File: src/rtl/lkv_pkg.sv
// Shared types and constants for the LRU key-value cache.
package lkv_pkg;

    // Operation codes carried on the cmd field
    localparam logic CMD_GET = 1'b0;
    localparam logic CMD_PUT = 1'b1;

    // Field widths
    localparam int KEY_W = 32;
    localparam int VAL_W = 32;
    localparam int CAP_W = 5;

    // Capacity register reset value
    localparam logic [CAP_W-1:0] CAP_RESET = 5'd16;

    // Value returned on a get miss and on every put
    localparam logic [VAL_W-1:0] MISS_VALUE = '1;

    // Request sequencer states
    typedef enum logic {
        ST_IDLE,
        ST_UPDATE
    } t_state;

    // Control broadcast from the sequencer to every cell
    typedef struct packed {
        logic compare;  // latch key match for the incoming request
        logic update;   // apply the shift decided from the match pattern
        logic hit;      // some cell matched
        logic insert;   // put on an absent key
    } t_cell_ctrl;

endpackage

File: src/rtl/lkv_cell.sv
// One cell of the recency-ordered entry chain: key, value, valid and match flag.
module lkv_cell #(
    parameter int IDX = 0,
    parameter int CW  = 5
) (
    input  logic                          i_clk,
    input  logic                          i_rst_n,
    input  lkv_pkg::t_cell_ctrl           i_ctrl,
    input  logic [lkv_pkg::KEY_W-1:0]     i_cmp_key,
    input  logic [CW-1:0]                 i_lim,
    input  logic [lkv_pkg::KEY_W-1:0]     i_prev_key,
    input  logic [lkv_pkg::VAL_W-1:0]     i_prev_val,
    input  logic                          i_prev_valid,
    input  logic                          i_tail_match,
    output logic [lkv_pkg::KEY_W-1:0]     o_key,
    output logic [lkv_pkg::VAL_W-1:0]     o_val,
    output logic                          o_valid,
    output logic                          o_suffix,
    output logic [lkv_pkg::VAL_W-1:0]     o_hit_val
);

    logic [lkv_pkg::KEY_W-1:0] r_key;
    logic [lkv_pkg::VAL_W-1:0] r_val;
    logic                      r_valid;
    logic                      r_match;
    logic                      w_shift;

    // Match here or further down the chain: this cell moves up one place
    assign o_suffix  = r_match | i_tail_match;
    assign o_hit_val = r_match ? r_val : '0;
    assign o_key     = r_key;
    assign o_val     = r_val;
    assign o_valid   = r_valid;

    // Hit: cells up to the matching one shift; insert: cells up to the limit shift
    always_comb begin
        if (i_ctrl.hit) begin
            w_shift = o_suffix;
        end else begin
            w_shift = i_ctrl.insert && (CW'(IDX) <= i_lim);
        end
    end

    // Control state
    always_ff @(posedge i_clk) begin
        if (!i_rst_n) begin
            r_valid <= 1'b0;
            r_match <= 1'b0;
        end else begin
            if (i_ctrl.compare) begin
                r_match <= r_valid && (r_key == i_cmp_key);
            end
            if (i_ctrl.update && w_shift) begin
                r_valid <= i_prev_valid;
            end
        end
    end

    // Payload takes the neighbour's entry on a shift
    always_ff @(posedge i_clk) begin
        if (i_ctrl.update && w_shift) begin
            r_key <= i_prev_key;
            r_val <= i_prev_val;
        end
    end

endmodule

File: src/rtl/lru_key_value_cache_top.sv
// LRU key-value cache top level: request sequencer, entry chain and result register.
//
// Input channel: i_valid / o_stall with i_cmd (0 get, 1 put), i_key, i_value.
// Output channel: o_valid / i_stall with o_hit and o_read_value.
// Capacity register: written by i_cfg_we / i_cfg_data; the user writes it only while the cache
// is idle, which the block does not enforce. Zero acts as one, values above ENTRIES act as ENTRIES.
// Entries sit in a chain of cells ordered by recency, cell 0 most recent.
// On acceptance the request is registered and every cell compares its key in parallel.
// In the update state hit/miss is resolved; on a hit or a put, cells shift one place towards
// the tail up to the hit cell or the insertion limit and cell 0 takes the request's entry;
// in every case the result is loaded into the output register.
// A new request is taken only after the previous one has finished its compare-then-shift
// pass over the chain.
// A finished result waits in the output register while i_stall is high; the
// next request is taken only once that register is free or being drained.
// Reset (synchronous, i_rst_n low) empties the cache, sets capacity to 16 and
// drops any pending result.
module lru_key_value_cache_top #(
    parameter int ENTRIES = 16
) (
    input  logic                           i_clk,
    input  logic                           i_rst_n,
    input  logic                           i_cfg_we,
    input  logic [lkv_pkg::CAP_W-1:0]      i_cfg_data,
    input  logic                           i_valid,
    output logic                           o_stall,
    input  logic                           i_cmd,
    input  logic signed [lkv_pkg::KEY_W-1:0] i_key,
    input  logic signed [lkv_pkg::VAL_W-1:0] i_value,
    output logic                           o_valid,
    input  logic                           i_stall,
    output logic                           o_hit,
    output logic signed [lkv_pkg::VAL_W-1:0] o_read_value
);

    localparam int CW   = $clog2(ENTRIES + 1);
    localparam int CMPW = (CW > lkv_pkg::CAP_W) ? CW : lkv_pkg::CAP_W;

    lkv_pkg::t_state             r_state, n_state;
    logic [lkv_pkg::CAP_W-1:0]   r_capacity;
    logic [CW-1:0]               r_count;
    logic                        r_cmd;
    logic [lkv_pkg::KEY_W-1:0]   r_key;
    logic [lkv_pkg::VAL_W-1:0]   r_val;
    logic                        r_out_valid;
    logic                        r_out_hit;
    logic [lkv_pkg::VAL_W-1:0]   r_out_value;

    logic                        w_accept;
    logic                        w_update;
    lkv_pkg::t_cell_ctrl         w_ctrl;
    logic [CMPW-1:0]             w_cap_ext;
    logic [CMPW-1:0]             w_cap_eff;
    logic                        w_full;
    logic [CW-1:0]               w_lim;
    logic [lkv_pkg::VAL_W-1:0]   w_hit_val;
    logic [lkv_pkg::VAL_W-1:0]   w_new_val;

    logic [lkv_pkg::KEY_W-1:0]   w_key   [ENTRIES];
    logic [lkv_pkg::VAL_W-1:0]   w_val   [ENTRIES];
    logic                        w_vld   [ENTRIES];
    logic                        w_suf   [ENTRIES];
    logic [lkv_pkg::VAL_W-1:0]   w_hval  [ENTRIES];

    // Request acceptance: idle and the output register is free by the next edge
    assign w_accept = i_valid && !o_stall;
    assign w_update = (r_state == lkv_pkg::ST_UPDATE);

    // Sequencer
    always_ff @(posedge i_clk) begin
        if (!i_rst_n) begin
            r_state <= lkv_pkg::ST_IDLE;
        end else begin
            r_state <= n_state;
        end
    end

    always_comb begin
        n_state = r_state;
        o_stall = 1'b1;
        case (r_state)
            lkv_pkg::ST_IDLE: begin
                o_stall = r_out_valid && i_stall;
                if (i_valid && !o_stall) begin
                    n_state = lkv_pkg::ST_UPDATE;
                end
            end
            lkv_pkg::ST_UPDATE: begin
                n_state = lkv_pkg::ST_IDLE;
            end
            default: begin
                n_state = lkv_pkg::ST_IDLE;
            end
        endcase
    end

    // Effective capacity and the insertion limit
    assign w_cap_ext = CMPW'(r_capacity);
    always_comb begin
        if (w_cap_ext == '0) begin
            w_cap_eff = CMPW'(1);
        end else if (w_cap_ext > CMPW'(ENTRIES)) begin
            w_cap_eff = CMPW'(ENTRIES);
        end else begin
            w_cap_eff = w_cap_ext;
        end
    end
    assign w_full = CMPW'(r_count) >= w_cap_eff;
    // Full: the least recent entry drops off the tail; otherwise the chain grows
    assign w_lim  = w_full ? (r_count - CW'(1)) : r_count;

    // Hit value: at most one cell matches
    always_comb begin
        w_hit_val = '0;
        for (int j = 0; j < ENTRIES; j++) begin
            w_hit_val = w_hit_val | w_hval[j];
        end
    end

    assign w_new_val = (r_cmd == lkv_pkg::CMD_PUT) ? r_val : w_hit_val;

    assign w_ctrl.compare = w_accept;
    assign w_ctrl.update  = w_update;
    assign w_ctrl.hit     = w_suf[0];
    assign w_ctrl.insert  = (r_cmd == lkv_pkg::CMD_PUT) && !w_suf[0];

    // Entry chain
    for (genvar j = 0; j < ENTRIES; j++) begin : g_cell
        logic [lkv_pkg::KEY_W-1:0] w_pkey;
        logic [lkv_pkg::VAL_W-1:0] w_pval;
        logic                      w_pvld;
        logic                      w_tail;

        if (j == 0) begin : g_head
            assign w_pkey = r_key;
            assign w_pval = w_new_val;
            assign w_pvld = 1'b1;
        end else begin : g_body
            assign w_pkey = w_key[j-1];
            assign w_pval = w_val[j-1];
            assign w_pvld = w_vld[j-1];
        end

        if (j == ENTRIES - 1) begin : g_last
            assign w_tail = 1'b0;
        end else begin : g_inner
            assign w_tail = w_suf[j+1];
        end

        lkv_cell #(
            .IDX (j),
            .CW  (CW)
        ) u_cell (
            .i_clk        (i_clk),
            .i_rst_n      (i_rst_n),
            .i_ctrl       (w_ctrl),
            .i_cmp_key    (i_key),
            .i_lim        (w_lim),
            .i_prev_key   (w_pkey),
            .i_prev_val   (w_pval),
            .i_prev_valid (w_pvld),
            .i_tail_match (w_tail),
            .o_key        (w_key[j]),
            .o_val        (w_val[j]),
            .o_valid      (w_vld[j]),
            .o_suffix     (w_suf[j]),
            .o_hit_val    (w_hval[j])
        );
    end

    // Control registers: capacity, entry count, result valid
    always_ff @(posedge i_clk) begin
        if (!i_rst_n) begin
            r_capacity  <= lkv_pkg::CAP_RESET;
            r_count     <= '0;
            r_out_valid <= 1'b0;
        end else begin
            if (i_cfg_we) begin
                r_capacity <= i_cfg_data;
            end
            if (w_update && w_ctrl.insert && !w_full) begin
                r_count <= r_count + CW'(1);
            end
            if (w_update) begin
                r_out_valid <= 1'b1;
            end else if (!i_stall) begin
                r_out_valid <= 1'b0;
            end
        end
    end

    // Request capture
    always_ff @(posedge i_clk) begin
        if (w_accept) begin
            r_cmd <= i_cmd;
            r_key <= i_key;
            r_val <= i_value;
        end
    end

    // Result register
    always_ff @(posedge i_clk) begin
        if (w_update) begin
            r_out_hit <= w_suf[0];
            if (w_suf[0] && (r_cmd == lkv_pkg::CMD_GET)) begin
                r_out_value <= w_hit_val;
            end else begin
                r_out_value <= lkv_pkg::MISS_VALUE;
            end
        end
    end

    assign o_valid      = r_out_valid;
    assign o_hit        = r_out_hit;
    assign o_read_value = r_out_value;

endmodule

File: config.mk
export PLATFORM = sky130hd
export DESIGN_NAME = lru_key_value_cache_top
export DESIGN_NICKNAME = d
export VERILOG_FILES = /design/src/rtl/lkv_pkg.sv /design/src/rtl/lkv_cell.sv /design/src/rtl/lru_key_value_cache_top.sv
export SDC_FILE = /design/constraint.sdc
export NUM_CORES = 1
export LEC_CHECK = 0
export ABC_AREA = 1
export BUFFER_PORTS_ARGS = -buffer_cell sky130_fd_sc_hd__buf_2
export CAP_MARGIN = 0
export CORE_ASPECT_RATIO = 0.7
export CORE_MARGIN = 2
export CORE_UTILIZATION = 50
export DETAILED_ROUTE_END_ITERATION = 10
export PLACE_DENSITY = 0.69
export SKIP_LAST_GASP = 1
export SYNTH_ARGS = -nofsm -noshare
export SYNTH_HDL_FRONTEND = slang
export SYNTH_SLANG_ARGS = --single-unit
export TNS_END_PERCENT = 50
File: constraint.sdc
create_clock -name i_clk -period 18.2 [get_ports i_clk]
set_input_delay 3.64 -clock i_clk [delete_from_list [all_inputs] [get_ports i_clk]]
set_output_delay 3.64 -clock i_clk [all_outputs]
set_load 0.02 [all_outputs]
==> results of run 1 <==
## logic make-up after synthesis
family,count (synthesis)
xor gates and xnor gates,268
and+or+nand+nor,1161
AOI/OAI and AO/OA,427
buffers and inverters,263
adders and majority gates,7
DFF,1166
## final cells by class
class                           instances  area, um2
Tap cell                             1235       1550
Clock buffer                          138       2940
Fill cell                            7202      39900
Clock inverter                         60        701
Sequential cell                      1166      34600
Inverter                               99        374
Antenna cell                            1       2.50
Timing Repair Buffer                  166        973
Multi-Input combinational cell       1863      10700
## worst max-delay path: stages
cell and delay (ns):
buf_2 0.09, nand2_1 0.09, nand2_1 0.06, buf_2 0.17
## routing by layer
| metal | global-route usage, % | up-vias | part of all wire (%) | wire [um] |
|---|---|---|---|---|
| li1 | - | 12371 | - | - |
| met1 | 34.4 | 13170 | 46 | 48500 |
| met2 | 30.7 | 1214 | 41 | 43000 |
| met3 | 4.45 | 175 | 10 | 10400 |
| met4 | 6.50 | 0 | 2.5 | 2590 |
| met5 | 0 | - | 0 | 0 |
## metrics by stage
stage	hold slack [ns]	area, um2	total power, mW	utilization [%]	cells
6_report	0.419	51800	5.54	56.5	4728
5_1_grt	0.425	51800	5.69	56.5	4728
4_1_cts	0.420	51800	5.57	56.5	4727
3_5_place_dp	0.405	48200	3.28	52.5	4529
3_3_place_gp	0.400	48200	3.27	52.5	4529
2_1_floorplan	0.400	46200	3.20	-	3292
## registers in the layout, summed over array words and instances (netlist names)
signal / cells
g_cell.u_cell.o_key: 512
r_val: 32
o_hit: 1
g_cell.w_pkey: 32
o_read_value: 32
g_cell.u_cell.o_val: 512
g_cell.u_cell.o_valid: 16
r_cmd: 1
o_valid: 1
r_capacity: 5
r_count: 5
g_cell.u_cell.r_match: 16
r_state: 1
## layout by cell type (no fill, tap or decap), types with 10 or more instances in the layout
cell,netlist,final
nor2_1,243,242
edfxtp_1,1122,1122
buf_4,2,57
a211oi_1,37,37
o21ai_0,112,112
nor4_1,44,44
nand3_1,100,100
a2111oi_0,18,16
a21oi_1,77,64
xor2_1,193,193
clkbuf_16,0,110
a211o_1,31,31
or2_2,11,11
buf_2,19,109
nand4_1,85,85
a221oi_1,50,50
bufinv_16,0,14
a21oi_4,0,13
dfxtp_1,44,41
a22o_1,42,42
inv_1,84,82
clkinv_2,0,20
nand4_2,10,10
clkbuf_1,121,20
xnor2_1,74,74
nand2_1,602,602
nor3_1,37,37
o2111ai_1,36,36
clkinv_1,8,21
## worst paths after layout
check / from / end / cells past startpoint
worst max-delay path: i_stall / o_stall / 4
worst min-delay path: g_cell[0].w_pkey[13]$_DFFE_PP_ / g_cell[0].u_cell.o_key[13]$_DFFE_PP_ / 0
worst max register to register: r_capacity[2]$_SDFFE_PN0P_ / g_cell[15].u_cell.o_val[8]$_DFFE_PP_ / 16
worst min register to register: g_cell[0].w_pkey[13]$_DFFE_PP_ / g_cell[0].u_cell.o_key[13]$_DFFE_PP_ / 0
## power breakdown
| group | switching, mW | internal (mW) | total (mW) |
|---|---|---|---|
| sequential | 0.0270 | 2.98 | 3.01 |
| combinational | 0.157 | 0.0597 | 0.217 |
| clock | 0.974 | 1.34 | 2.31 |
==> results by group, run 1 <==
Setup path
  • Worst-path fanout max: 3
  • Setup Crit Path Kind: in -> out
  • Startpoint types: input port
  • Worst R2R Setup Slack: 13.00 ns
  • Critical Path RT: 14.56 ns
  • Crit path DAT: 4.06 ns
  • Critical path capture point type: primary output

Clocking
  • Clk buf depth: 3
  • Clk_lat worst skew: 0.68 ns
  • Clock Sinks: 1,166
  • Resized cells post-CTS: 0
  • H-tree depth: 3
  • CTS root buffer: clkbuf_16
  • TritonCTS Buffers: 106
  • CTS tree: done
  • Clock Pin Slew Worst Setup and Hold Paths: 0.07 ns
  • Hold buffers post-CTS: 0
  • Number of buffers added for setup after CTS: 0

GRT
  • Vias in the first global route: 25.7k
  • First-pass GRT wire length: 157 mm
  • Largest net degree at the start of global routing: 65
  • Total track usage: 21.9%
  • Total gr overflow: 0
  • Antenna violations before repair: 2

Layout
  • P&R area growth vs syn: 12.3%
  • NumNets Final: 3,484
  • Layout cells sized above 1: 11.3%

Synth
  • Adder-cell share of the synthesized area: 0.190%
  • Synth area leader: edfxtp_1
  • Net Count, Synth: 3,374
  • FF+latch count, synth: 1,166
  • Ys flop type: edfxtp_1
  • Top post-synthesis cells by count: edfxtp_1 (1,122), nand2_1 (602), nor2_1 (243)
  • Seq/Total Area, Yosys: 74.9%
  • Largest family of logic cells by synthesized area: simple AND/OR/NAND/NOR gates
  • Synth top area cells: edfxtp_1 (73%), nand2_1 (4.9%), xor2_1 (3.7%), nor2_1 (2.0%), dfxtp_1 (1.9%)
  • Mux cell area share after synthesis: 0%
  • Post-Synthesis Cells: 3,292
  • Synth Area in XOR/XNOR: 5.10%
  • Complex-gate fraction of the synthesized area: 6.36%
  • Post-synth EDFFs: 1,122
  • Simple-Gate Fraction of Synth Area: 11.2%
  • Synth warn: 0
  • Mapped Avg Cell Area: 14.0 um2
  • Leading cell type by number of instances after synthesis: edfxtp_1
  • Area share of the largest cell type after synthesis: 73.0%
  • Synth cell types: 54
  • Netlist Area Pre-Place: 46,200 um2
  • Asr flop ratio synth: 0%

Die
  • Core area: 91,700 um2
  • Initial Util: 50.3%
  • Die area: 94,800 um2
  • Cell row count: 93
  • Die outline height: 258 um
  • Die width: 367 um
  • Ports: 110

Timing
  • Fin. max-slew vios: 0
  • Tcrit/Tclk final: 42.3%
  • Final worst path period need: 7.70 ns
  • Fmax: 130 MHz
  • RSZ-0062 raised after global routing: no
  • Post-route setup TNS: 0 ns
  • Final setup vio count: 0
  • Clock Skew: 0.0244 ns
  • Worst rel slew slack: 25.1%
  • Setup WS post-layout: 10.50 ns
  • Final hold vios: 0
  • Slew at the pin closest to its max-slew limit: 1.12 ns

Route
  • Router iterations before antenna repair: 6
  • DR vias: 26.9k
  • Residual DRC: 0
  • Wire per inst: 22.1 um
  • Post-DRT Antenna Nets: 0
  • Via density: 5.70
  • Initial drt markers: 2,942
  • Routed WL: 104 mm

Place
  • RePlAce Congestion: 0.825
  • I/O Buffers: 109
  • Detail Placement HPWL: 67.3 mm
  • Dpl ws: 10.50 ns

Run
  • Maxcap violations: 0

Min path
  • Hold/Removal Path Class: reg -> reg

Run status
  • Status: completed

Power
  • Cell Pwr Density: 107 nW/um2
  • Pleak: 17.3 nW
  • VDD IR max: 0.0863 mV
Power figures use the tool's default switching activity.
==> run 2, diff against run 1 <==
Settings changed: PLACE_DENSITY 0.69 to 0.72.
Clock period 18.2 ns to 6.4 ns, I/O delays scaled along.
==> run 2 against run 1 <==
Effect of this change:
- critical endpoint is now g_cell[11].u_cell.o_val[24]$_DFFE_PP_
- wire length up 1.5%
- cell area is 0.25% lower
- first-iteration DRC count rose by 23%
- worst hold slack worse by 0.0068 ns
- clock-buffer cell count fell by 11
- core utilization is 0.14 points lower
- critical path depth rose by 12
- die area is the same
- sequential power rose to 2.8 times the previous value
- largest power group unchanged
- register-to-register slack got worse by 11 ns
- highest routed layer unchanged
- sequential share of layout area rose by 0.16 points
- setup slack got worse by 8.8 ns
==> results by group, run 2 (synthesized netlist as in run 1, its figures left out) <==
Timing
  • Final hold vios: 0
  • Fin. max-slew vios: 0
  • Post-route setup TNS: 0 ns
  • RSZ-0062 raised after global routing: no
  • Fmax: 212 MHz
  • Slew at the pin closest to its max-slew limit: 1.22 ns
  • Final setup vio count: 0
  • Worst rel slew slack: 18.7%
  • Final worst path period need: 4.71 ns
  • Tcrit/Tclk final: 73.6%
  • Clock Skew: 0.0237 ns

Clocking
  • H-tree depth: 3
  • Number of buffers added for setup after CTS: 0
  • CTS tree: done
  • Resized cells post-CTS: 0
  • Clock Pin Slew Worst Setup and Hold Paths: 0.06 ns
  • Clk buf depth: 3
  • Clock Sinks: 1,166
  • Hold buffers post-CTS: 0
  • TritonCTS Buffers: 104
  • CTS root buffer: clkbuf_16
  • Clk_lat worst skew: 0.67 ns

Layout
  • Most common cell after layout, fill and taps aside: edfxtp_1
  • Layout Cells excl Fill: 4,732
  • Layout cells sized above 1: 11.1%
  • NumNets Final: 3,490
  • Most frequent cells in the layout: edfxtp_1 (1,122), nand2_1 (602), nor2_1 (242)
  • P&R area growth vs syn: 12.0%

Run status
  • Status: completed

Die
  • Core area: 91,700 um2
  • Die area: 94,800 um2
  • Initial Util: 50.3%
  • Ports: 110
  • Die outline height: 258 um
  • Die width: 367 um
  • Cell row count: 93

Route
  • Routed WL: 106 mm
  • Residual DRC: 0
  • Router iterations before antenna repair: 8
  • Wire per inst: 22.4 um
  • Initial drt markers: 3,617
  • Via density: 5.71
  • Post-DRT Antenna Nets: 0
  • DR vias: 27.0k

GRT
  • Largest net degree at the start of global routing: 65
  • Antenna violations before repair: 7
  • Grt met1 use: 36.7%
  • Total gr overflow: 0
  • First-pass GRT wire length: 159 mm
  • Grt met2 use: 28.7%
  • Most crowded layer after global routing: met1
  • Vias in the first global route: 25.1k
  • Total track usage: 22.2%
  • GRT met3 Usage: 6.18%

Run
  • Maxcap violations: 0

Setup path
  • Worst-path fanout max: 32
  • Critical Path RT: 6.74 ns
  • Setup Crit Path Kind: reg -> reg
  • Critical path capture point type: flop
  • Crit path DAT: 5.06 ns
  • Startpoint types: flop

Power
  • VDD IR max: 0.257 mV
  • Pleak: 17.2 nW
  • Cell Pwr Density: 296 nW/um2

Place
  • Detail Placement HPWL: 74.2 mm
  • RePlAce Congestion: 0.880
  • I/O Buffers: 109
  • # placed instances: 4,537

Min path
  • Hold/Removal Path Class: reg -> reg
## run 2: changes by cell type in the layout (fill, tap and decap cells not counted), moves of 3 or more
cell       delta
bufinv_16     -3
buf_12        +5
clkbuf_16     -4
clkbuf_8      -7
a2111oi_0     -8
clkinv_1     +12
diode_2       +4
buf_4         +3
a2111oi_2     +8
## run 2: final cells by class
class / count / area (um2)
Timing Repair Buffer: 174 / 1100
Multi-Input combinational cell: 1863 / 10800
Clock inverter: 63 / 587
Clock buffer: 127 / 2740
Sequential cell: 1166 / 34600
Fill cell: 7110 / 40000
Inverter: 99 / 374
Tap cell: 1235 / 1550
Antenna cell: 5 / 12.5
## run 2: where the power goes
group / internal [mW] / switching, mW
Sequential: 8.48 / 0.0845
Clock: 3.48 / 2.67
Combinational: 0.174 / 0.433
## run 2: final timing paths
path	slack [ns]	cells past startpoint	end	startpoint
max	1.69	16	g_cell[11].u_cell.o_val[24]$_DFFE_PP_	r_capacity[2]$_SDFFE_PN0P_
min	0.41	0	g_cell[0].u_cell.o_key[27]$_DFFE_PP_	g_cell[0].w_pkey[27]$_DFFE_PP_
max reg2reg	1.69	16	g_cell[11].u_cell.o_val[24]$_DFFE_PP_	r_capacity[2]$_SDFFE_PN0P_
min reg2reg	0.41	0	g_cell[0].u_cell.o_key[27]$_DFFE_PP_	g_cell[0].w_pkey[27]$_DFFE_PP_
## run 2: worst max-delay path, stage by stage, from the launching register on
cell and delay (ns):
dfxtp_1 0.31, or4_1 0.53, nand2_1 0.10, nand2_1 0.06, ha_1 0.29, nand2_1 0.07, nand2_1 0.06, a21oi_2 0.21
nand2_1 0.32, nand2_1 0.15, nand2_1 0.16, inv_1 0.19, nand2_1 0.11, o21ai_1 0.28, nand4_2 0.20, a21oi_4 0.91
buf_4 0.41
## run 2: routing by layer
metal,vias to the layer above,wire (um),share of wire [%]
li1,12367,-,-
met5,-,0,0
met4,0,2020,1.9
met2,1377,40700,38
met3,135,13000,12
met1,13126,50300,47
## run 2: stage by stage
| stage | area [um2] | setup slack (ns) | util [%] | hold WS [ns] | power [mW] |
|---|---|---|---|---|---|
| after detailed placement | 48400 | 1.81 | 52.7 | 0.405 | 9.32 |
| after global placement | 48400 | 1.84 | 52.7 | 0.400 | 9.30 |
| after CTS | 51700 | 1.78 | 56.4 | 0.414 | 15.4 |
| after global routing | 51700 | 1.34 | 56.4 | 0.416 | 15.8 |
| final | 51700 | 1.69 | 56.4 | 0.413 | 15.3 |
| after floorplan | 46200 | 0.333 | - | 0.400 | 9.09 |
